--- config.mk ---
export PLATFORM = sky130hd
export DESIGN_NAME = rtp_midi_session_engine_unit
export DESIGN_NICKNAME = d
export VERILOG_FILES = /design/src/hdl/rmse_pkg.sv /design/src/hdl/rmse_cfg.sv /design/src/hdl/rmse_core.sv /design/src/hdl/rtp_midi_session_engine_unit.sv
export SDC_FILE = /design/constraint.sdc
export NUM_CORES = 2
export LEC_CHECK = 0
export BUFFER_PORTS_ARGS = -buffer_cell sky130_fd_sc_hd__buf_4
export CORE_MARGIN = 2
export CORE_UTILIZATION = 60
export CTS_BUF_LIST = sky130_fd_sc_hd__clkbuf_16
export DETAILED_ROUTE_END_ITERATION = 10
export PLACE_DENSITY = 0.88
export SLEW_MARGIN = 25
export SYNTH_ARGS = -nofsm -noshare
export SYNTH_HDL_FRONTEND = slang
export SYNTH_SLANG_ARGS = --single-unit
--- constraint.sdc ---
create_clock -name clk -period 34.7 [get_ports clk]
set_input_delay 5.205 -clock clk [delete_from_list [all_inputs] [get_ports clk]]
set_output_delay 5.205 -clock clk [all_outputs]
set_load 0.005 [all_outputs]
--- src/hdl/rmse_pkg.sv ---
// Shared types, codes and constants for the RTP-MIDI session initiator.
// Used by every module of the block; no dependencies of its own.
package rmse_pkg;

	// Input command codes
	localparam logic [1:0] CMD_TICK = 2'd0;
	localparam logic [1:0] CMD_PKT  = 2'd1;
	localparam logic [1:0] CMD_STOP = 2'd2;

	// Configuration register indexes
	localparam int CFG_IDX_W = 3;
	localparam logic [CFG_IDX_W-1:0] CFG_PEER_IP    = 3'd0;
	localparam logic [CFG_IDX_W-1:0] CFG_CTRL_PORT  = 3'd1;
	localparam logic [CFG_IDX_W-1:0] CFG_RETRY_INT  = 3'd2;
	localparam logic [CFG_IDX_W-1:0] CFG_SYNC_INT   = 3'd3;
	localparam logic [CFG_IDX_W-1:0] CFG_ATT_LIMIT  = 3'd4;
	localparam int CFG_DATA_W = 32;

	// Packet header checks and command words
	localparam logic [15:0] MAGIC_WORD  = 16'hFFFF;
	localparam logic [8:0]  MIN_HDR_LEN = 9'd4;
	localparam logic [8:0]  CK_LEN      = 9'd36;
	localparam logic [15:0] WORD_OK     = 16'h4F4B;
	localparam logic [15:0] WORD_NO     = 16'h4E4F;
	localparam logic [15:0] WORD_BY     = 16'h4259;
	localparam logic [15:0] WORD_CK     = 16'h434B;

	// Round trip in ticks saturates once it reaches 65536 ms
	localparam logic [19:0] RTT_SAT_TICKS = 20'd655360;
	// ceil(2^23 / 10): exact quotient by ten for operands below 2^22
	localparam logic [22:0] DIV10_RECIP   = 23'd838861;
	localparam logic [15:0] RTT_MAX       = 16'hFFFF;

	// Clock-sync count bytes sent
	localparam logic [1:0] CK_COUNT_0 = 2'd0;
	localparam logic [1:0] CK_COUNT_1 = 2'd1;
	localparam logic [1:0] CK_COUNT_2 = 2'd2;

	typedef enum logic [2:0] {
		PH_OFFLINE  = 3'd0,
		PH_CTRL_INV = 3'd1,
		PH_DATA_INV = 3'd3,
		PH_DATA_ACC = 3'd4,
		PH_SYNCED   = 3'd5,
		PH_STOPPED  = 3'd6
	} phase_t;

	typedef enum logic [1:0] {
		SK_NONE   = 2'd0,
		SK_INVITE = 2'd1,
		SK_SYNC   = 2'd2,
		SK_END    = 2'd3
	} kind_t;

	// What one item does to the session
	typedef enum logic [3:0] {
		ACT_NONE,
		ACT_INV_NEW,
		ACT_INV_CTRL_RE,
		ACT_INV_DATA_RE,
		ACT_SYNC_TICK,
		ACT_OK_CTRL,
		ACT_OK_DATA,
		ACT_NOBY,
		ACT_CK0,
		ACT_CK1,
		ACT_STOP
	} act_t;

	typedef struct packed {
		logic [31:0] peer_ip;
		logic [15:0] ctrl_port;
		logic [19:0] retry_interval;
		logic [23:0] sync_interval;
		logic [7:0]  attempt_limit;
	} cfg_t;

	typedef struct packed {
		logic [1:0]  cmd;
		logic        on_data_port;
		logic [31:0] src_ip;
		logic [15:0] src_port;
		logic [8:0]  pkt_len;
		logic [15:0] magic;
		logic [15:0] cmd_word;
		logic [7:0]  sync_count;
		logic [63:0] sync_t1;
		logic [63:0] sync_t2;
	} item_t;

	typedef struct packed {
		kind_t       kind;
		logic        via_data;
		logic [31:0] ip;
		logic [15:0] port;
		logic [1:0]  count;
		logic [63:0] ts1;
		logic [63:0] ts2;
		logic [63:0] ts3;
		phase_t      phase;
		logic [15:0] latency;
		logic        last;
	} res_t;

endpackage

--- src/hdl/rmse_cfg.sv ---
// Configuration registers of the session initiator, written through a plain write port.
// Depends on rmse_pkg.
module rmse_cfg (
	input  logic                            clk,
	input  logic                            arst_n,
	input  logic                            we,
	input  logic [rmse_pkg::CFG_IDX_W-1:0]  idx,
	input  logic [rmse_pkg::CFG_DATA_W-1:0] wdata,
	output rmse_pkg::cfg_t                  cfg
);
	import rmse_pkg::*;

	cfg_t cfg_q;

	// Write the addressed register; drop writes beyond the list
	always_ff @(posedge clk or negedge arst_n) begin
		if (!arst_n) begin
			cfg_q.peer_ip        <= 32'd0;
			cfg_q.ctrl_port      <= 16'd5004;
			cfg_q.retry_interval <= 20'd15000;
			cfg_q.sync_interval  <= 24'd100000;
			cfg_q.attempt_limit  <= 8'd20;
		end else if (we) begin
			unique case (idx)
				CFG_PEER_IP:   cfg_q.peer_ip        <= wdata;
				CFG_CTRL_PORT: cfg_q.ctrl_port      <= wdata[15:0];
				CFG_RETRY_INT: cfg_q.retry_interval <= wdata[19:0];
				CFG_SYNC_INT:  cfg_q.sync_interval  <= wdata[23:0];
				CFG_ATT_LIMIT: cfg_q.attempt_limit  <= wdata[7:0];
				default: begin
				end
			endcase
		end
	end

	assign cfg = cfg_q;

endmodule

--- src/hdl/rmse_core.sv ---
// Session state and per-item decision logic: phase, peers, timers, latency.
// Depends on rmse_pkg; driven by the input register of the top level.
module rmse_core (
	input  logic            clk,
	input  logic            arst_n,
	input  logic            fire,
	input  rmse_pkg::item_t item,
	input  rmse_pkg::cfg_t  cfg,
	output rmse_pkg::res_t  res0,
	output rmse_pkg::res_t  res1,
	output logic            two
);
	import rmse_pkg::*;

	phase_t      phase_q, phase_d;
	logic [7:0]  attempts_q, attempts_d;
	logic [63:0] now_q, now_d;
	logic [63:0] last_send_q, last_send_d;
	logic        learned_q, learned_d;
	logic [31:0] ctrl_ip_q, ctrl_ip_d;
	logic [15:0] ctrl_port_q, ctrl_port_d;
	logic [31:0] data_ip_q, data_ip_d;
	logic [15:0] data_port_q, data_port_d;
	logic [15:0] rtt_q, rtt_d;

	act_t        act;
	logic [63:0] now_inc;
	logic [63:0] gap;
	logic        retry_due, sync_due;
	logic [31:0] cp_ip;
	logic [15:0] cp_port;
	logic [15:0] data_port_next;
	logic        pkt_ok, ck_ok;
	logic [63:0] rtt_diff;
	logic        rtt_sat;
	logic [42:0] rtt_prod;
	logic [15:0] rtt_new;

	// Control peer: learned address, else configured one
	assign cp_ip          = learned_q ? ctrl_ip_q : cfg.peer_ip;
	assign cp_port        = learned_q ? ctrl_port_q : cfg.ctrl_port;
	assign data_port_next = cfg.ctrl_port + 16'd1;

	// Tick timing against the last send stamp
	assign now_inc   = now_q + 64'd1;
	assign gap       = now_inc - last_send_q;
	assign retry_due = gap > {44'd0, cfg.retry_interval};
	assign sync_due  = gap > {40'd0, cfg.sync_interval};

	// Header checks
	assign pkt_ok = (phase_q != PH_STOPPED) && (item.pkt_len >= MIN_HDR_LEN)
		&& (item.magic == MAGIC_WORD);
	assign ck_ok  = (item.cmd_word == WORD_CK) && (item.pkt_len >= CK_LEN);

	// Round trip in ms: divide by ten through a reciprocal, saturate when large
	assign rtt_diff = now_q - item.sync_t1;
	assign rtt_sat  = (rtt_diff[63:20] != 44'd0) || (rtt_diff[19:0] >= RTT_SAT_TICKS);
	assign rtt_prod = {23'd0, rtt_diff[19:0]} * {20'd0, DIV10_RECIP};
	assign rtt_new  = rtt_sat ? RTT_MAX : rtt_prod[38:23];

	// Classify the item
	always_comb begin
		act = ACT_NONE;
		priority if (item.cmd == CMD_TICK) begin
			unique case (phase_q)
				PH_OFFLINE:  if (attempts_q < cfg.attempt_limit) act = ACT_INV_NEW;
				PH_CTRL_INV: if (retry_due) act = ACT_INV_CTRL_RE;
				PH_DATA_INV: if (retry_due) act = ACT_INV_DATA_RE;
				PH_DATA_ACC,
				PH_SYNCED:   if (sync_due) act = ACT_SYNC_TICK;
				default:     act = ACT_NONE;
			endcase
		end else if (item.cmd == CMD_PKT) begin
			if (pkt_ok) begin
				priority if (item.cmd_word == WORD_OK)
					act = item.on_data_port ? ACT_OK_DATA : ACT_OK_CTRL;
				else if (item.cmd_word == WORD_NO || item.cmd_word == WORD_BY)
					act = ACT_NOBY;
				else if (ck_ok && item.sync_count == 8'd0)
					act = ACT_CK0;
				else if (ck_ok && item.sync_count == 8'd1)
					act = ACT_CK1;
				else
					act = ACT_NONE;
			end
		end else if (item.cmd == CMD_STOP) begin
			if (phase_q != PH_STOPPED) act = ACT_STOP;
		end else begin
			// Drop an unknown command
			act = ACT_NONE;
		end
	end

	// Next state
	always_comb begin
		phase_d     = phase_q;
		attempts_d  = attempts_q;
		now_d       = (item.cmd == CMD_TICK) ? now_inc : now_q;
		last_send_d = last_send_q;
		learned_d   = learned_q;
		ctrl_ip_d   = ctrl_ip_q;
		ctrl_port_d = ctrl_port_q;
		data_ip_d   = data_ip_q;
		data_port_d = data_port_q;
		rtt_d       = rtt_q;
		unique case (act)
			ACT_INV_NEW: begin
				phase_d     = PH_CTRL_INV;
				attempts_d  = attempts_q + 8'd1;
				last_send_d = now_inc;
			end
			ACT_INV_CTRL_RE,
			ACT_INV_DATA_RE,
			ACT_SYNC_TICK: last_send_d = now_inc;
			ACT_OK_CTRL: begin
				learned_d   = 1'b1;
				ctrl_ip_d   = item.src_ip;
				ctrl_port_d = item.src_port;
				data_ip_d   = item.src_ip;
				data_port_d = data_port_next;
				phase_d     = PH_DATA_INV;
			end
			ACT_OK_DATA: begin
				data_ip_d   = item.src_ip;
				data_port_d = item.src_port;
				phase_d     = PH_DATA_ACC;
				last_send_d = now_q;
			end
			ACT_NOBY: phase_d = PH_OFFLINE;
			ACT_CK1: begin
				rtt_d   = rtt_new;
				phase_d = PH_SYNCED;
			end
			ACT_STOP: phase_d = PH_STOPPED;
			default: begin
			end
		endcase
	end

	// Result items
	always_comb begin
		res0         = '0;
		res0.kind    = SK_NONE;
		res0.phase   = phase_d;
		res0.latency = rtt_d;
		res0.last    = 1'b1;
		res1         = '0;
		res1.kind    = SK_END;
		res1.via_data = 1'b1;
		res1.ip      = data_ip_q;
		res1.port    = data_port_q;
		res1.phase   = phase_d;
		res1.latency = rtt_d;
		res1.last    = 1'b1;
		two          = 1'b0;
		unique case (act)
			ACT_INV_NEW,
			ACT_INV_CTRL_RE: begin
				res0.kind = SK_INVITE;
				res0.ip   = cp_ip;
				res0.port = cp_port;
			end
			ACT_INV_DATA_RE: begin
				res0.kind     = SK_INVITE;
				res0.via_data = 1'b1;
				res0.ip       = data_ip_q;
				res0.port     = data_port_q;
			end
			ACT_SYNC_TICK: begin
				res0.kind     = SK_SYNC;
				res0.via_data = 1'b1;
				res0.ip       = data_ip_q;
				res0.port     = data_port_q;
				res0.count    = CK_COUNT_0;
				res0.ts1      = now_inc;
			end
			ACT_OK_CTRL: begin
				res0.kind     = SK_INVITE;
				res0.via_data = 1'b1;
				res0.ip       = item.src_ip;
				res0.port     = data_port_next;
			end
			ACT_OK_DATA: begin
				res0.kind     = SK_SYNC;
				res0.via_data = 1'b1;
				res0.ip       = item.src_ip;
				res0.port     = item.src_port;
				res0.count    = CK_COUNT_0;
				res0.ts1      = now_q;
			end
			ACT_CK0: begin
				res0.kind     = SK_SYNC;
				res0.via_data = item.on_data_port;
				res0.ip       = item.src_ip;
				res0.port     = item.src_port;
				res0.count    = CK_COUNT_1;
				res0.ts1      = item.sync_t1;
				res0.ts2      = now_q;
			end
			ACT_CK1: begin
				res0.kind     = SK_SYNC;
				res0.via_data = item.on_data_port;
				res0.ip       = item.src_ip;
				res0.port     = item.src_port;
				res0.count    = CK_COUNT_2;
				res0.ts1      = item.sync_t1;
				res0.ts2      = item.sync_t2;
				res0.ts3      = now_q;
			end
			ACT_STOP: begin
				res0.kind = SK_END;
				res0.ip   = cp_ip;
				res0.port = cp_port;
				res0.last = 1'b0;
				two       = 1'b1;
			end
			default: begin
			end
		endcase
	end

	// Commit state when the item moves to the result register
	always_ff @(posedge clk or negedge arst_n) begin
		if (!arst_n) begin
			phase_q     <= PH_OFFLINE;
			attempts_q  <= 8'd0;
			now_q       <= 64'd0;
			last_send_q <= 64'd0;
			learned_q   <= 1'b0;
			ctrl_ip_q   <= 32'd0;
			ctrl_port_q <= 16'd0;
			data_ip_q   <= 32'd0;
			data_port_q <= 16'd0;
			rtt_q       <= 16'd0;
		end else if (fire) begin
			phase_q     <= phase_d;
			attempts_q  <= attempts_d;
			now_q       <= now_d;
			last_send_q <= last_send_d;
			learned_q   <= learned_d;
			ctrl_ip_q   <= ctrl_ip_d;
			ctrl_port_q <= ctrl_port_d;
			data_ip_q   <= data_ip_d;
			data_port_q <= data_port_d;
			rtt_q       <= rtt_d;
		end
	end

endmodule

--- src/hdl/rtp_midi_session_engine_unit.sv ---
// Timing: an item is registered in the input register on acceptance, and its first
// result is registered in the result register once the result stage is free; the
// second item of an end-session pair follows from the pending register unless stalled.
// Throughput: one item per cycle while the output is not stalled, except that a stop
// holds the result stage until both of its items are taken. Reset clears the session
// state, the valid flags and the configuration to its defaults.
module rtp_midi_session_engine_unit (
	input  logic                            clk,
	input  logic                            arst_n,
	// Configuration write port
	input  logic                            cfg_we,
	input  logic [rmse_pkg::CFG_IDX_W-1:0]  cfg_idx,
	input  logic [rmse_pkg::CFG_DATA_W-1:0] cfg_wdata,
	// Input channel
	input  logic                            in_valid,
	output logic                            in_stall,
	input  logic [1:0]                      cmd,
	input  logic                            on_data_port,
	input  logic [31:0]                     src_ip,
	input  logic [15:0]                     src_port,
	input  logic [8:0]                      pkt_len,
	input  logic [15:0]                     magic,
	input  logic [15:0]                     cmd_word,
	input  logic [7:0]                      sync_count,
	input  logic [63:0]                     sync_t1,
	input  logic [63:0]                     sync_t2,
	// Output channel
	output logic                            out_valid,
	input  logic                            out_stall,
	output logic [1:0]                      send_kind,
	output logic                            via_data_port,
	output logic [31:0]                     dest_ip,
	output logic [15:0]                     dest_port,
	output logic [1:0]                      sync_count_out,
	output logic [63:0]                     ts_first,
	output logic [63:0]                     ts_second,
	output logic [63:0]                     ts_third,
	output logic [2:0]                      session_state,
	output logic [15:0]                     round_trip,
	output logic                            last
);
	import rmse_pkg::*;

	cfg_t  cfg;
	item_t item_s1;
	logic  valid_s1;
	res_t  res0, res1;
	logic  two;
	res_t  out_q, pend_q;
	logic  out_valid_q, pend_valid_q;
	logic  out_free, fire, in_load;

	rmse_cfg u_cfg (
		.clk   (clk),
		.arst_n(arst_n),
		.we    (cfg_we),
		.idx   (cfg_idx),
		.wdata (cfg_wdata),
		.cfg   (cfg)
	);

	rmse_core u_core (
		.clk   (clk),
		.arst_n(arst_n),
		.fire  (fire),
		.item  (item_s1),
		.cfg   (cfg),
		.res0  (res0),
		.res1  (res1),
		.two   (two)
	);

	// Handshake: the result stage takes a new item once any pair has drained and the shown result is taken
	assign out_free = !pend_valid_q && (!out_valid_q || !out_stall);
	assign fire     = valid_s1 && out_free;
	assign in_stall = valid_s1 && !out_free;
	assign in_load  = in_valid && !in_stall;

	// Input register
	always_ff @(posedge clk or negedge arst_n) begin
		if (!arst_n) begin
			valid_s1 <= 1'b0;
		end else if (in_load) begin
			valid_s1 <= 1'b1;
		end else if (fire) begin
			valid_s1 <= 1'b0;
		end
	end

	always_ff @(posedge clk) begin
		if (in_load) begin
			item_s1.cmd          <= cmd;
			item_s1.on_data_port <= on_data_port;
			item_s1.src_ip       <= src_ip;
			item_s1.src_port     <= src_port;
			item_s1.pkt_len      <= pkt_len;
			item_s1.magic        <= magic;
			item_s1.cmd_word     <= cmd_word;
			item_s1.sync_count   <= sync_count;
			item_s1.sync_t1      <= sync_t1;
			item_s1.sync_t2      <= sync_t2;
		end
	end

	// Result register and pending second item
	always_ff @(posedge clk or negedge arst_n) begin
		if (!arst_n) begin
			out_valid_q  <= 1'b0;
			pend_valid_q <= 1'b0;
		end else if (fire) begin
			out_valid_q  <= 1'b1;
			pend_valid_q <= two;
		end else if (out_valid_q && !out_stall) begin
			out_valid_q  <= pend_valid_q;
			pend_valid_q <= 1'b0;
		end
	end

	always_ff @(posedge clk) begin
		if (fire) begin
			out_q  <= res0;
			pend_q <= res1;
		end else if (out_valid_q && !out_stall && pend_valid_q) begin
			out_q <= pend_q;
		end
	end

	assign out_valid      = out_valid_q;
	assign send_kind      = out_q.kind;
	assign via_data_port  = out_q.via_data;
	assign dest_ip        = out_q.ip;
	assign dest_port      = out_q.port;
	assign sync_count_out = out_q.count;
	assign ts_first       = out_q.ts1;
	assign ts_second      = out_q.ts2;
	assign ts_third       = out_q.ts3;
	assign session_state  = out_q.phase;
	assign round_trip     = out_q.latency;
	assign last           = out_q.last;

	// A pending second item always sits behind a shown one
	a_pend_behind_out: assert property (@(posedge clk) disable iff (!arst_n)
		pend_valid_q |-> out_valid_q)
		else $error("pending item without a shown item");

	// No new item is committed while a pair is still draining
	a_no_fire_on_pend: assert property (@(posedge clk) disable iff (!arst_n)
		fire |-> !pend_valid_q)
		else $error("item committed over a pending item");

	// The second of a pair follows its first at once and closes the item
	a_pair_follows: assert property (@(posedge clk) disable iff (!arst_n)
		(out_valid_q && !out_stall && pend_valid_q) |=> (out_valid_q && out_q.last))
		else $error("second item of a pair lost");

	// A pair is opened only by an end-session item that is not final
	a_pair_is_end: assert property (@(posedge clk) disable iff (!arst_n)
		(fire && two) |=> (out_q.kind == SK_END && !out_q.last && pend_valid_q))
		else $error("pair not started by an end-session item");

endmodule

==> flow_metrics.tcl <==
set metrics [dict create \
    synth_seq_area_share_pct 45.5 \
    synth_largest_area_cell "edfxtp_1" \
    tns_ps 0 \
    avgRoutedWirePerCell_um 24.2 \
    synth_compound_area_share_pct 12.9 \
    area_growth_pct 14.2 \
    drc 0 \
    ys_async_sr_fraction_pct 38.9 \
    clockBufferDepth 3 \
    fin_area_mm2 0.0644 \
    syn_avg_cell_area_um2 10.7 \
    synth.most_common_cell "edfxtp_1" \
    crit_path_frequent_cell "inv_1" \
    max_freq_ghz 0.0853 \
    synth_simple_gate_area_share_pct 11.8 \
    vias 44484 \
    crit_type "reg -> reg" \
    worst_pin_slew_ps 1030 \
    cts.sinks 913 \
    muxShareOfSynthArea_pct 6.03 \
    synth_cell_types 98 \
    grt_pass1_vias 43835 \
    grt_overflow 0 \
    synth_area_leaders "edfxtp_1 (30%), dfrtp_1 (15%), ha_1 (8.5%)" \
    grt_pass1_wl_mm 259 \
    ys.flop_type "edfxtp_1" \
    placed_cell_area_mm2 0.0612 \
    die_w_um 311 \
    coreArea_mm2 0.0932 \
    hold_buffers 0 \
    cts_tree "done" \
    syn_area_mm2 0.0564 \
    crit_path_start_kind "register" \
    place_congestion 0.996 \
    period_minus_slack_ps 11730 \
    drt_iter0_drc 5406 \
    via_per_inst 6.34 \
    relSlewSlack_pct 31.6 \
    end_kind "register" \
    drv_cap 0 \
    cp_slowest_stage_delay_ps 610 \
    cp_slowest_cell "dfrtp_1" \
    firstDrtPassIters 6 \
    drtAntennaViolNets 0 \
    outcome "finished clean" \
    ys_seq_elements 913 \
    hp-class "reg -> reg" \
    dp_hpwl_mm 123 \
    synth-edff-count 558 \
    cts-buffers-inserted 94 \
    cp.arrival_ps 12130 \
    io_buffers 532 \
    insertion_delay_ps 700 \
    io_pins 535 \
    synth_adder_area_share_pct 13.5 \
    synthCells 5290 \
    hold_viol_final 0 \
    clk_pin_slew_ps 60 \
    gr-usage-all-layers_pct 34.5 \
    die_y_um 311 \
    clockRootBuffer "clkbuf_16" \
    synth_warnings 0 \
    synth_top_family_by_area "adder cells" \
    post_cts_resized 0 \
    routed_wl_mm 170 \
    synth_xor_xnor_area_share_pct 4.74 \
    drv_slew 0 \
    finalCritPeriodShare_pct 33.8 \
    synth_top_area_share_pct 29.7 \
    drive_gt1_share_pct 18.3 \
    rows 112 \
    required_ps 35100 \
    yosys-top-cells-count "edfxtp_1 (558), inv_1 (469), ha_1 (383)" \
    grt_max_degree 89 \
    synth_nets 6082 \
    htree_levels 3 \
    setup_viol 0 \
    start_util_pct 60.5 \
    rsz0062_at_grt "false" \
    crit_fanout 10 \
    cts_setup_buffers 0 \
    worst_clock_skew_ps 43.7 \
    die-area_mm2 0.0964 \
    num-nets-final 6470 \
    antenna_found_initial 3 \
]
-- worst max-delay path, delay by kind of cell, from the launching register on --
kind	cells	cell delay [ps]
compound gates	15	4280
fa+ha+maj	10	4260
xor+xnor	2	610
flops	1	610
buf+inv	7	800
simple gates	3	850
-- cell type report --
class / instances / area (um2)
inverters: 470 / 1770
repair buffers: 591 / 4470
clock buffers: 95 / 2380
flip-flops and latches: 913 / 25700
multi-input cells: 3608 / 27800
diodes: 2 / 5.00
clock inverters: 81 / 782
fillers: 6586 / 28800
well taps: 1254 / 1570
-- layer usage --
| metal | wire length, um | track usage, % | up-vias |
|---|---|---|---|
| li1 | - | - | 19707 |
| met1 | 65600 | 46.0 | 21753 |
| met2 | 77800 | 54.3 | 2550 |
| met3 | 17700 | 7.51 | 474 |
| met4 | 8660 | 16.0 | 0 |
| met5 | 0 | 0 | - |
-- worst paths after layout --
path                                startpoint          endpoint  slack [ps]  cells past startpoint
max                            u_core.now_q[0]    round_trip[13]       22970                     37
min                        u_core.data_ip_q[8]       pend_q[238]         470                      0
max reg2reg                    u_core.now_q[0]    round_trip[13]       22970                     37
min reg2reg                u_core.data_ip_q[8]       pend_q[238]         470                      0
max in group asynchronous               arst_n  u_core.now_q[14]       28300                      3
min in group asynchronous               arst_n     u_cfg.cfg[92]        4530                      1
-- sequential cells by signal, indices dropped and copies added, names as in the netlist, 8 cells and up --
name                count
u_core.data_port_q     16
ts_third               64
ts_first               64
u_core.attempts_q       8
u_core.last_send_q     64
dest_ip                32
u_core.ctrl_ip_q       32
dest_port              16
u_core.rtt_q           16
u_cfg.cfg             100
u_core.data_ip_q       32
u_core.now_q           64
item_s1               226
ts_second              64
u_core.ctrl_port_q     16
round_trip             16
pend_q                 67
-- layout by cell type, fill, tap and decap left out, types with 19 or more instances in the layout --
| cell type | n |
|---|---|
| a21o_1 | 64 |
| dfrtp_1 | 333 |
| nand3_1 | 130 |
| nor3_1 | 78 |
| fa_1 | 141 |
| nand2_1 | 375 |
| and2_1 | 95 |
| o21bai_1 | 20 |
| a32oi_1 | 49 |
| o21a_1 | 39 |
| a31oi_1 | 69 |
| mux2_4 | 29 |
| xnor2_1 | 195 |
| mux2_2 | 198 |
| nor2_1 | 330 |
| o211ai_1 | 22 |
| a21boi_0 | 42 |
| inv_1 | 487 |
| nand2b_1 | 41 |
| mux2i_1 | 72 |
| a21oi_1 | 298 |
| buf_4 | 587 |
| or3_1 | 41 |
| ha_1 | 383 |
| nor2b_1 | 26 |
| clkbuf_16 | 95 |
| a211oi_1 | 19 |
| edfxtp_1 | 558 |
| o21ai_0 | 248 |
| a22o_1 | 64 |
| nor4_1 | 27 |
| and3_1 | 42 |
| dfstp_2 | 21 |
| xor2_1 | 109 |
| nand4_1 | 90 |
-- stage by stage --
step                hold WS (ps)  utilization (%)  setup slack (ps)  instances
floorplan                    436                -             16110       5290
CTS                          466             69.1             23110       7011
detailed placement           451             65.7             23180       6835
global route                 481             69.1             22480       7012
finish                       469             69.1             22970       7014
global placement             443             65.7             23340       6835
-- logic make-up after synthesis --
| group | count (synthesis) |
|---|---|
| fa+ha+maj | 524 |
| xor+xnor | 305 |
| simple gates | 1368 |
| compound gates | 1111 |
| buf+inv | 769 |
| flops | 913 |
| mux | 300 |
Power is left out: the tool's default activity adds up to more than one toggle a clock period on the data nets, which glitch-free logic cannot reach.
